[src/rtl/tlc_pkg.sv]
// Package with shared types and constants of the trajectory limit checker.
package tlc_pkg;

    typedef enum logic [2:0] {
        V_VALID = 3'd0,
        V_SPEED = 3'd1,
        V_ACCEL = 3'd2,
        V_CURV  = 3'd3,
        V_JERK  = 3'd4,
        V_LAT   = 3'd5
    } t_verdict;

    localparam logic [2:0] REG_HORIZON  = 3'd0;
    localparam logic [2:0] REG_SPEED_MIN = 3'd1;
    localparam logic [2:0] REG_SPEED_MAX = 3'd2;
    localparam logic [2:0] REG_ACCEL_MIN = 3'd3;
    localparam logic [2:0] REG_ACCEL_MAX = 3'd4;
    localparam logic [2:0] REG_JERK_MIN  = 3'd5;
    localparam logic [2:0] REG_JERK_MAX  = 3'd6;
    localparam logic [2:0] REG_LAT_MAX   = 3'd7;

    // Commands from the controller to the datapath.
    typedef struct packed {
        logic load;      // capture the accepted point and run the point checks
        logic mul_step;  // one step of the lateral-acceleration multiply
        logic div_start; // prepare the jerk division
        logic div_step;  // one quotient bit
        logic finish;    // commit pair results and history
        logic clear;     // end of trajectory: clear track state
    } t_cmd;

    // Status from the datapath to the controller.
    typedef struct packed {
        logic checked;   // loaded point is within the horizon
        logic need_pair; // a pair check is needed for the loaded point
        logic dt_zero;   // time step is zero
        logic last;      // loaded point is the last one
    } t_status;

endpackage

[src/rtl/tlc_datapath.sv]
// Datapath of the trajectory limit checker: registers, bound checks, divider and multiplier.
module tlc_datapath #(
    parameter int unsigned TOL = 1,
    parameter int signed CURV_MIN = -13107,
    parameter int signed CURV_MAX = 13107,
    parameter int signed LAT_MIN = -262144
) (
    input  logic              i_clk,
    input  logic              i_rst_n,
    input  tlc_pkg::t_cmd     i_cmd,
    output tlc_pkg::t_status  o_status,
    input  logic              i_cfg_we,
    input  logic [2:0]        i_cfg_idx,
    input  logic [31:0]       i_cfg_data,
    input  logic [31:0]       i_time,
    input  logic [31:0]       i_speed,
    input  logic [31:0]       i_accel,
    input  logic [31:0]       i_curv,
    input  logic              i_last,
    output logic [2:0]        o_verdict
);
    import tlc_pkg::*;

    logic [30:0]        r_horizon;
    logic signed [31:0] r_speed_min, r_speed_max, r_accel_min, r_accel_max;
    logic signed [31:0] r_jerk_min, r_jerk_max, r_lat_max;

    logic signed [31:0] r_t, r_a;
    logic               r_last;
    logic signed [31:0] r_prev_t, r_prev_a;
    logic               r_have_prev, r_past;
    t_verdict           r_bound_err, r_pair_err;
    logic               r_checked;

    // Divider state: restoring, one quotient bit per step.
    logic [48:0]        r_rem;
    logic [48:0]        r_dividend;
    logic [32:0]        r_divisor;
    logic [48:0]        r_quot;
    logic               r_qneg;

    // Lateral multiply: m = floor(floor(v*v/2^16)*|k|/2^16), serial over v2 bits.
    // The accumulator holds the full product v2*|k| before it is reduced.
    logic [46:0]        r_v2;
    logic [31:0]        r_ak;
    logic [77:0]        r_macc;
    logic               r_kneg;

    function automatic logic in_rng(input logic signed [33:0] v,
                                    input logic signed [33:0] lo,
                                    input logic signed [33:0] hi);
        in_rng = (v > lo - 34'sd1 * $signed({1'b0, TOL[16:0]})) &&
                 (v < hi + 34'sd1 * $signed({1'b0, TOL[16:0]}));
    endfunction

    // Point checks on incoming data.
    logic        n_past;
    t_verdict    n_bound;
    logic [31:0] abs_v;
    logic [31:0] abs_k;
    always_comb begin
        n_past  = r_past ||
                  ($signed({i_time[31], i_time}) > $signed({2'b0, r_horizon}));
        n_bound = r_bound_err;
        if (!n_past && r_bound_err == V_VALID) begin
            if (!in_rng(34'(signed'(i_speed)), 34'(r_speed_min), 34'(r_speed_max)))
                n_bound = V_SPEED;
            else if (!in_rng(34'(signed'(i_accel)), 34'(r_accel_min), 34'(r_accel_max)))
                n_bound = V_ACCEL;
            else if (!in_rng(34'(signed'(i_curv)), 34'(CURV_MIN), 34'(CURV_MAX)))
                n_bound = V_CURV;
        end
        abs_v = i_speed[31] ? 32'(-i_speed) : i_speed;
        abs_k = i_curv[31] ? 32'(-i_curv) : i_curv;
    end

    // Time step and accel difference.
    logic signed [32:0] dt;
    logic signed [32:0] da;
    always_comb begin
        dt = 33'(r_t) - 33'(r_prev_t);
        da = 33'(r_a) - 33'(r_prev_a);
    end

    logic [48:0] trial;
    logic [48:0] rem_sh;
    always_comb begin
        rem_sh = {r_rem[47:0], r_dividend[48]};
        trial  = rem_sh - {16'b0, r_divisor};
    end

    // Jerk saturation and lateral result.
    logic signed [31:0] jerk;
    logic signed [31:0] lat;
    logic [31:0]        lat_mag;
    always_comb begin
        if (r_quot > 49'd2147483647 && !r_qneg)      jerk = 32'sh7FFFFFFF;
        else if (r_quot > 49'd2147483648 && r_qneg)  jerk = 32'sh80000000;
        else if (r_qneg)                             jerk = 32'(-r_quot[31:0]);
        else                                         jerk = r_quot[31:0];
        lat_mag = (r_macc > 78'd2147483648) ? 32'h80000000 : r_macc[31:0];
        lat     = r_kneg ? 32'(-lat_mag) : lat_mag;
        if (!r_kneg && lat_mag[31]) lat = 32'sh7FFFFFFF;
    end

    always_ff @(posedge i_clk) begin
        if (!i_rst_n) begin
            r_horizon   <= 31'd524288;
            r_speed_min <= 32'sd0;
            r_speed_max <= 32'sd1310720;
            r_accel_min <= -32'sd393216;
            r_accel_max <= 32'sd262144;
            r_jerk_min  <= -32'sd262144;
            r_jerk_max  <= 32'sd262144;
            r_lat_max   <= 32'sd262144;
            r_prev_t    <= '0;
            r_prev_a    <= '0;
            r_have_prev <= 1'b0;
            r_past      <= 1'b0;
            r_bound_err <= V_VALID;
            r_pair_err  <= V_VALID;
            r_checked   <= 1'b0;
        end else begin
            if (i_cfg_we) begin
                unique case (i_cfg_idx)
                    REG_HORIZON:   r_horizon   <= i_cfg_data[30:0];
                    REG_SPEED_MIN: r_speed_min <= i_cfg_data;
                    REG_SPEED_MAX: r_speed_max <= i_cfg_data;
                    REG_ACCEL_MIN: r_accel_min <= i_cfg_data;
                    REG_ACCEL_MAX: r_accel_max <= i_cfg_data;
                    REG_JERK_MIN:  r_jerk_min  <= i_cfg_data;
                    REG_JERK_MAX:  r_jerk_max  <= i_cfg_data;
                    REG_LAT_MAX:   r_lat_max   <= i_cfg_data;
                    default: ;
                endcase
            end
            if (i_cmd.load) begin
                r_past      <= n_past;
                r_bound_err <= n_bound;
                r_checked   <= !n_past;
            end
            if (i_cmd.finish) begin
                if (r_checked) begin
                    if (r_have_prev && r_pair_err == V_VALID) begin
                        if (dt == 33'sd0) r_pair_err <= V_JERK;
                        else if (!in_rng(34'(jerk), 34'(r_jerk_min), 34'(r_jerk_max)))
                            r_pair_err <= V_JERK;
                        else if (!in_rng(34'(lat), 34'(LAT_MIN), 34'(r_lat_max)))
                            r_pair_err <= V_LAT;
                    end
                    r_prev_t    <= r_t;
                    r_prev_a    <= r_a;
                    r_have_prev <= 1'b1;
                end
            end
            if (i_cmd.clear) begin
                r_prev_t    <= '0;
                r_prev_a    <= '0;
                r_have_prev <= 1'b0;
                r_past      <= 1'b0;
                r_bound_err <= V_VALID;
                r_pair_err  <= V_VALID;
            end
        end
    end

    always_ff @(posedge i_clk) begin
        if (i_cmd.load) begin
            r_t    <= i_time;
            r_a    <= i_accel;
            r_last <= i_last;
            r_v2   <= 47'(({32'b0, abs_v} * {32'b0, abs_v}) >> 16);
            r_ak   <= abs_k;
            r_kneg <= i_curv[31];
            r_macc <= '0;
        end
        if (i_cmd.mul_step) begin
            // Shift-add over the bits of v2, high bit first.
            r_v2   <= {r_v2[45:0], 1'b0};
            r_macc <= {r_macc[76:0], 1'b0} + (r_v2[46] ? 78'(r_ak) : 78'd0);
        end
        if (i_cmd.div_start) begin
            r_qneg     <= da[32] ^ dt[32];
            r_dividend <= {(da[32] ? 33'(-da) : 33'(da)), 16'b0};
            r_divisor  <= dt[32] ? 33'(-dt) : 33'(dt);
            r_rem      <= '0;
            r_quot     <= '0;
            // Reduce the full product to the floored form.
            r_macc     <= r_macc >> 16;
        end
        if (i_cmd.div_step) begin
            r_dividend <= {r_dividend[47:0], 1'b0};
            if (!trial[48]) begin
                r_rem  <= trial;
                r_quot <= {r_quot[47:0], 1'b1};
            end else begin
                r_rem  <= rem_sh;
                r_quot <= {r_quot[47:0], 1'b0};
            end
        end
    end

    assign o_status.checked   = r_checked;
    assign o_status.need_pair = r_checked && r_have_prev && (r_pair_err == V_VALID);
    assign o_status.dt_zero   = (dt == 33'sd0);
    assign o_status.last      = r_last;
    assign o_verdict = (r_bound_err != V_VALID) ? r_bound_err : r_pair_err;
endmodule

[src/rtl/tlc_ctrl.sv]
// Controller state machine of the trajectory limit checker.
module tlc_ctrl (
    input  logic             i_clk,
    input  logic             i_rst_n,
    input  logic             i_in_valid,
    output logic             o_in_ready,
    output logic             o_out_valid,
    input  logic             i_out_ready,
    input  tlc_pkg::t_status i_status,
    output tlc_pkg::t_cmd    o_cmd
);
    import tlc_pkg::*;

    typedef enum logic [5:0] {
        S_IDLE  = 6'b000001,
        S_EVAL  = 6'b000010,
        S_MUL   = 6'b000100,
        S_DIV   = 6'b001000,
        S_FIN   = 6'b010000,
        S_OUT   = 6'b100000
    } t_state;

    t_state     r_state, n_state;
    logic [5:0] r_cnt, n_cnt;
    logic       acc;

    assign acc         = i_in_valid && o_in_ready;
    assign o_in_ready  = (r_state == S_IDLE);
    assign o_out_valid = (r_state == S_OUT);

    always_comb begin
        n_state = r_state;
        n_cnt   = r_cnt;
        o_cmd   = '0;
        unique case (r_state)
            S_IDLE: if (acc) begin
                o_cmd.load = 1'b1;
                n_state    = S_EVAL;
            end
            S_EVAL: begin
                if (i_status.need_pair && !i_status.dt_zero) begin
                    n_state = S_MUL;
                    n_cnt   = 6'd0;
                end else n_state = S_FIN;
            end
            S_MUL: begin
                o_cmd.mul_step = 1'b1;
                n_cnt          = r_cnt + 6'd1;
                if (r_cnt == 6'd46) begin
                    n_state = S_DIV;
                    n_cnt   = 6'd0;
                end
            end
            S_DIV: begin
                if (r_cnt == 6'd0) o_cmd.div_start = 1'b1;
                else               o_cmd.div_step  = 1'b1;
                n_cnt = r_cnt + 6'd1;
                if (r_cnt == 6'd49) n_state = S_FIN;
            end
            S_FIN: begin
                o_cmd.finish = 1'b1;
                n_state      = i_status.last ? S_OUT : S_IDLE;
            end
            S_OUT: if (i_out_ready) begin
                o_cmd.clear = 1'b1;
                n_state     = S_IDLE;
            end
            default: n_state = S_IDLE;
        endcase
    end

    always_ff @(posedge i_clk) begin
        if (!i_rst_n) begin
            r_state <= S_IDLE;
            r_cnt   <= '0;
        end else begin
            r_state <= n_state;
            r_cnt   <= n_cnt;
        end
    end
endmodule

[src/rtl/trajectory_limit_checker_unit.sv]
// Top level of the trajectory limit checker.
// Usage:
// Points arrive on the input channel (i_in_valid / o_in_ready), one transaction
// per point, with signed Q16.16 time, speed, acceleration and curvature and a
// last flag. Only a last point produces an output transaction carrying a
// 3-bit verdict (o_out_valid / i_out_ready). Configuration registers are
// written through i_cfg_we, i_cfg_index and i_cfg_data while the block is idle.
// A point without a pair check, or with a zero time step, goes from evaluation
// straight to finish; a point with a full pair check also runs the bit-serial
// lateral multiply (47 steps) and the restoring jerk divider (one setup step and
// 49 quotient bits). No new point is taken until the current one is finished.
// The verdict appears in the cycle after the last point finishes and holds while
// the receiver stalls; no new point is taken until it is delivered.
// A synchronous active-low reset restores register defaults and clears the
// trajectory state.
module trajectory_limit_checker_unit #(
    parameter int unsigned TOLERANCE = 1,
    parameter int signed CURVATURE_MIN = -13107,
    parameter int signed CURVATURE_MAX = 13107,
    parameter int signed LATERAL_ACCEL_MIN = -262144
) (
    input  logic        i_clk,
    input  logic        i_rst_n,
    input  logic        i_in_valid,
    output logic        o_in_ready,
    input  logic [31:0] i_point_time,
    input  logic [31:0] i_point_speed,
    input  logic [31:0] i_point_accel,
    input  logic [31:0] i_point_curvature,
    input  logic        i_last_point,
    output logic        o_out_valid,
    input  logic        i_out_ready,
    output logic [2:0]  o_verdict,
    input  logic        i_cfg_we,
    input  logic [2:0]  i_cfg_index,
    input  logic [31:0] i_cfg_data
);
    import tlc_pkg::*;

    t_cmd    cmd;
    t_status status;

    tlc_ctrl u_ctrl (
        .i_clk, .i_rst_n, .i_in_valid, .o_in_ready, .o_out_valid, .i_out_ready,
        .i_status(status), .o_cmd(cmd)
    );

    tlc_datapath #(
        .TOL(TOLERANCE), .CURV_MIN(CURVATURE_MIN), .CURV_MAX(CURVATURE_MAX),
        .LAT_MIN(LATERAL_ACCEL_MIN)
    ) u_dp (
        .i_clk, .i_rst_n, .i_cmd(cmd), .o_status(status),
        .i_cfg_we, .i_cfg_idx(i_cfg_index), .i_cfg_data,
        .i_time(i_point_time), .i_speed(i_point_speed), .i_accel(i_point_accel),
        .i_curv(i_point_curvature), .i_last(i_last_point), .o_verdict
    );

`ifndef SYNTHESIS
    // No point may be accepted while a verdict waits.
    a_no_overlap: assert property (@(posedge i_clk) disable iff (!i_rst_n)
        o_out_valid |-> !o_in_ready) else $error("input taken during output");
    // A stalled verdict holds.
    a_hold: assert property (@(posedge i_clk) disable iff (!i_rst_n)
        o_out_valid && !i_out_ready |=> o_out_valid && $stable(o_verdict))
        else $error("verdict changed while stalled");
`endif
endmodule

[config.mk]
export PLATFORM = sky130hd
export DESIGN_NAME = trajectory_limit_checker_unit
export DESIGN_NICKNAME = d
export VERILOG_FILES = /design/src/rtl/tlc_pkg.sv /design/src/rtl/tlc_datapath.sv /design/src/rtl/tlc_ctrl.sv /design/src/rtl/trajectory_limit_checker_unit.sv
export SDC_FILE = /design/constraint.sdc
export NUM_CORES = 2
export LEC_CHECK = 0
export ABC_AREA = 1
export BUFFER_PORTS_ARGS = -buffer_cell sky130_fd_sc_hd__buf_2
export CAP_MARGIN = 20
export CORE_MARGIN = 2
export CORE_UTILIZATION = 60
export DETAILED_ROUTE_END_ITERATION = 16
export PLACE_DENSITY = 0.87
export SLEW_MARGIN = 40
export SYNTH_ARGS = -nofsm -noshare
export SYNTH_HDL_FRONTEND = slang
export SYNTH_SLANG_ARGS = --single-unit
[constraint.sdc]
create_clock -name i_clk -period 11.8 [get_ports i_clk]
set_input_delay 1.18 -clock i_clk [delete_from_list [all_inputs] [get_ports i_clk]]
set_output_delay 1.18 -clock i_clk [all_outputs]
set_load 0.05 [all_outputs]
# Word level (Yosys, flattened, before mapping)
# Cells that the tools add are included.
# op_classes
add_sub_neg,18
mul,1
div_mod_pow,0
n_lt_le_gt_ge,14
eq_ne,22
shift,0
muxes,49
bitwise,2
reduce_logical,43
# ops
op,n
$mux W32,9
$mux W49,4
$mux W78,2
$add A32 B2 Y33 const B,4
$lt A32 B33 Y1,4
$neg A32 Y32,4
$gt A32 B33 Y1,3
$sub A32 B2 Y33 const B,3
$mux W48,2
$mux W47,2
$add A78 B78 Y78,1
$gt A78 B32 Y1 const B,1
$neg A33 Y33,2
$sub A32 B32 Y33,2
$mul A32 B32 Y63,1
$mux W62,1
$gt A49 B31 Y1 const B,1
$gt A49 B32 Y1 const B,1
$sub A49 B33 Y49,1
$mux W6,7
$pmux W6 S6,1
$logic_not A33 Y1,1
$mux W33,1
$gt A32 B15 Y1 const B,1
other kinds (35),90
# totals
ff_bits,727
latchBits,0
mem_bits_rw,0
rom_bits,0
elab_cells,183
n_memories,0

# Depth between registers and ports, before layout
# logic_depth
word_depth,10
ltp_mapped,50
ltp_nobuf,48

# Cells and area by module
# From an unflattened synthesis, not the netlist that was laid out.
# hier_totals
hier_cells,10458
hier_area_um2,80883.8
# modules_own_cells
mod,instances,cells_each,area_each_um2
tlc_datapath,1,10318,79981.7
tlc_ctrl,1,140,902.1

# Worst setup path after synthesis
# No wires, ideal clock.
# synth_timing
kind,input port to flip-flop
from,in i_point_speed[0]
to,"reg u_dp.r_v2[45], data pin"
setup_ns,0.268
arrival_ns,10.049
t_required_ns,11.532
path_slack_ns,1.483
stages,45
path_buffers,3
cell_sequence,inv_2 > buf_2 > clkbuf_1 > ha_1 > inv_1 > nor3_1 > inv_1 > nor3_2 > nand3_1 > nor3_2 > nand2_1 > nand2_1 > o21ai_0 > xor2_1 > clkinv_1 > clkbuf_1 > nor2_1 > inv_1 > (+9 left out) > fa_1 > inv_1 > fa_1 > inv_1 > ha_1 > a21oi_1 > inv_1 > a21oi_1 > inv_1 > a21oi_1 > o21ai_0 > a221oi_1 > nand2_1 > nand2_1 > o211ai_1 > or2_0 > nand3_1 > nand2_1
# synth_between
elab_chain_cells,5
# synth_lines
element,line_no,rtl
start: declaration,trajectory_limit_checker_unit.sv:27,"input logic [31:0] i_point_speed,"
$neg A32 Y32,tlc_datapath.sv:73,abs_v = i_speed[31] ? 32'(-i_speed) : i_speed;
$mux W32 (*),tlc_datapath.sv:73,
$mul A32 B32 Y63 (*),tlc_datapath.sv:172,"r_v2 <= 47'(({32'b0, abs_v} * {32'b0, abs_v}) >> 16);"
$mux W47 (*),tlc_datapath.sv:168,if (i_cmd.load) begin
$mux W47 (*),tlc_datapath.sv:177,if (i_cmd.mul_step) begin
end signal: assignment,tlc_datapath.sv:172,
end signal: assignment,tlc_datapath.sv:179,"r_v2 <= {r_v2[45:0], 1'b0};"
end: declaration,tlc_datapath.sv:44,logic [46:0] r_v2;
# Mark *: on every way between the ends. The rest lies on a longest branch, timed or not. The select of a mux whose other input is x is not followed.
# A chain may end at the register's enable or synchronous reset.

# Final worst setup path
# Same ends and word-level chain as after synthesis.

==> flow_summary.ini <==
[run_status]
status = completed

[setup_path]
crit_path_end_kind = flop
arrival_ns = 10.97
required_ns = 12.23
critPathSlowestCell = fa_1
slowest_delay_ns = 0.57
crit_family = adder cells
path_class = in -> reg
cp_num_buf_inv = 11
path_max_fanout = 13
crit_path_start_kind = input pin

[routing]
top_layer_used = met5
wl_met3_um = 26900
wl_met2_um = 114000
firstDrtPassIters = 8
vias = 73100
drtIter0Drc = 7654
ant_nets = 0
drc_errors = 0
wire_per_inst_um = 20.5
drt-total-wl_um = 255000
viasPerCell = 5.88
wl_met1_um = 102000

[global_route]
grt_first_pass_wirelength_um = 394000
antenna_found_initial = 27
grt-ovfl-total = 0
grt_pass1_vias = 72600
grtUsageTotal = 0.366
grt_max_degree = 114

[die]
ios = 174
initial_core_util = 0.606
rows = 134
core-area_mm2 = 0.134
die_area_mm2 = 0.138
die_x_um = 372
die_y_um = 372

[yosys]
synthDistinctLibCells = 79
synth-simple-area-share = 0.194
yosys_warnings = 0
synth_edf_count = 370
synth_compound_area_frac = 0.119
ys_ff_latch = 725
syn_area_mm2 = 0.0812
syn_inst = 10500
synth-adder-area-share = 0.305
seq_area_frac_synth = 0.224
muxShareOfSynthArea = 0
synth_xor_area_frac = 0.0483
postSynthAreaPerCell_um2 = 7.76
synthArstFlopShare = 0
synth-main-ff-cell = edfxtp_1
synth_top_family_by_area = adder cells

[cts]
cts_setup_buffers = 0
htreeDepth = 3
postCtsHoldBufs = 0
cts_tree = built
cts.clk_slew.worst_paths_ns = 0.06
root_buffer = clkbuf_16
clockBufferDepth = 3
cts_buffers = 77
clock_sinks = 725
cts_resized = 0
clk_latency_ns = 0.69

[final_layout]
area_delta_synth_final_pct = 6.96
nNetsFinal = 12200
final_cell_mix = inv_1 (2043), nand2_1 (1554), nor2_1 (1343)
final_util = 0.648
seqCellArea_mm2 = 0.0182
fillers = 11400
final_common_cell = inv_1
multi_input_comb_area_mm2 = 0.0542
layout-drive-gt1-share = 0.0557

[placement]
gp_congestion = 1.00
hpwl_um = 202000
io_buffer_count = 173

[sta]
finalCriticalPeriod_ns = 10.54
rsz0062_at_grt = no
period_share = 0.893
fin_setup_tns_ns = 0
slew_viol_final = 0
setup_viol = 0
hold_viol = 0
slew-limit-headroom = 0.301
worstMarginPinSlew_ns = 1.04
finalClockSkew_ns = 0.0283
fmax_mhz = 94.9

[job]
maxCapViolCount = 0

[worst_hold_path]
min_path_type = reg -> reg
-- routing by layer --
metal,GRT usage,up-vias
met5,0,-
met4,0.145,20
met3,0.0736,774
met2,0.581,3633
met1,0.493,35000
li1,-,33700
-- sequential cells by signal (all words and copies together), names as in the netlist, 33 cells and up --
| register | cells |
|---|---|
| u_dp.r_macc | 78 |
| u_dp.r_quot | 49 |
| u_dp.r_rem | 48 |
| u_dp.r_v2 | 47 |
| u_dp.r_dividend | 33 |
| u_dp.r_divisor | 33 |
-- metrics by stage --
step	setup slack, ns	instances	hold WS, ns	cell area, um^2
final	1.26	12400	0.460	86900
after global routing	0.589	12400	0.479	86800
after CTS	1.45	12400	0.459	86800
after detailed placement	0.767	12300	0.449	84200
after global placement	0.966	12300	0.444	84200
after floorplan	1.48	10500	0.433	81300
-- synth_stat cells, types with 80 or more instances --
cell / count / area (um^2)
a21oi_1: 676 / 3380
clkbuf_1: 220 / 826
dfxtp_1: 355 / 7110
edfxtp_1: 370 / 11100
fa_1: 812 / 16300
ha_1: 679 / 8500
inv_1: 2048 / 7690
nand2_1: 1555 / 5840
nand3_1: 263 / 1320
nand4_1: 138 / 863
nor2_1: 1347 / 5060
nor3_1: 153 / 766
nor4_1: 80 / 500
o21ai_0: 680 / 3400
xnor2_1: 134 / 1170
xor2_1: 309 / 2710
-- area by class of cell --
type / instances / share of cell area
Timing Repair Buffer: 282 / 0.0198
Inverter: 2085 / 0.0902
Clock buffer: 102 / 0.0249
Antenna cell: 17 / 0.000490
Clock inverter: 42 / 0.00555
Multi-Input combinational cell: 7400 / 0.624
Tap cell: 1768 / 0.0255
Sequential cell: 725 / 0.210
-- worst min-delay path: stages (launching register included) --
cell and delay, ns:
dfxtp_1 0.30, inv_1 0.06, a21oi_1 0.06
-- cell families after synthesis --
kind of cell | count (synthesis)
buffers and inverters | 2359
AO/OA/AOI/OAI | 1746
flip-flops | 725
XOR/XNOR | 445
other | 2
adder cells (fa/ha/maj) | 1491
AND/OR/NAND/NOR | 3693
-- final timing paths --
| path | from | to | slack [ns] | cells past startpoint |
|---|---|---|---|---|
| worst max-delay path | i_point_speed[0] | u_dp.r_v2[45] | 1.26 | 44 |
| worst max register to register | u_dp.r_macc[33] | u_dp.r_pair_err[0] | 6.13 | 30 |
| worst min-delay path | u_dp.r_past | u_dp.r_past | 0.46 | 2 |
| worst min register to register | u_dp.r_past | u_dp.r_past | 0.46 | 2 |
Power is left out: the tool's default activity adds up to more than one toggle a clock period on the data nets, which glitch-free logic cannot reach.
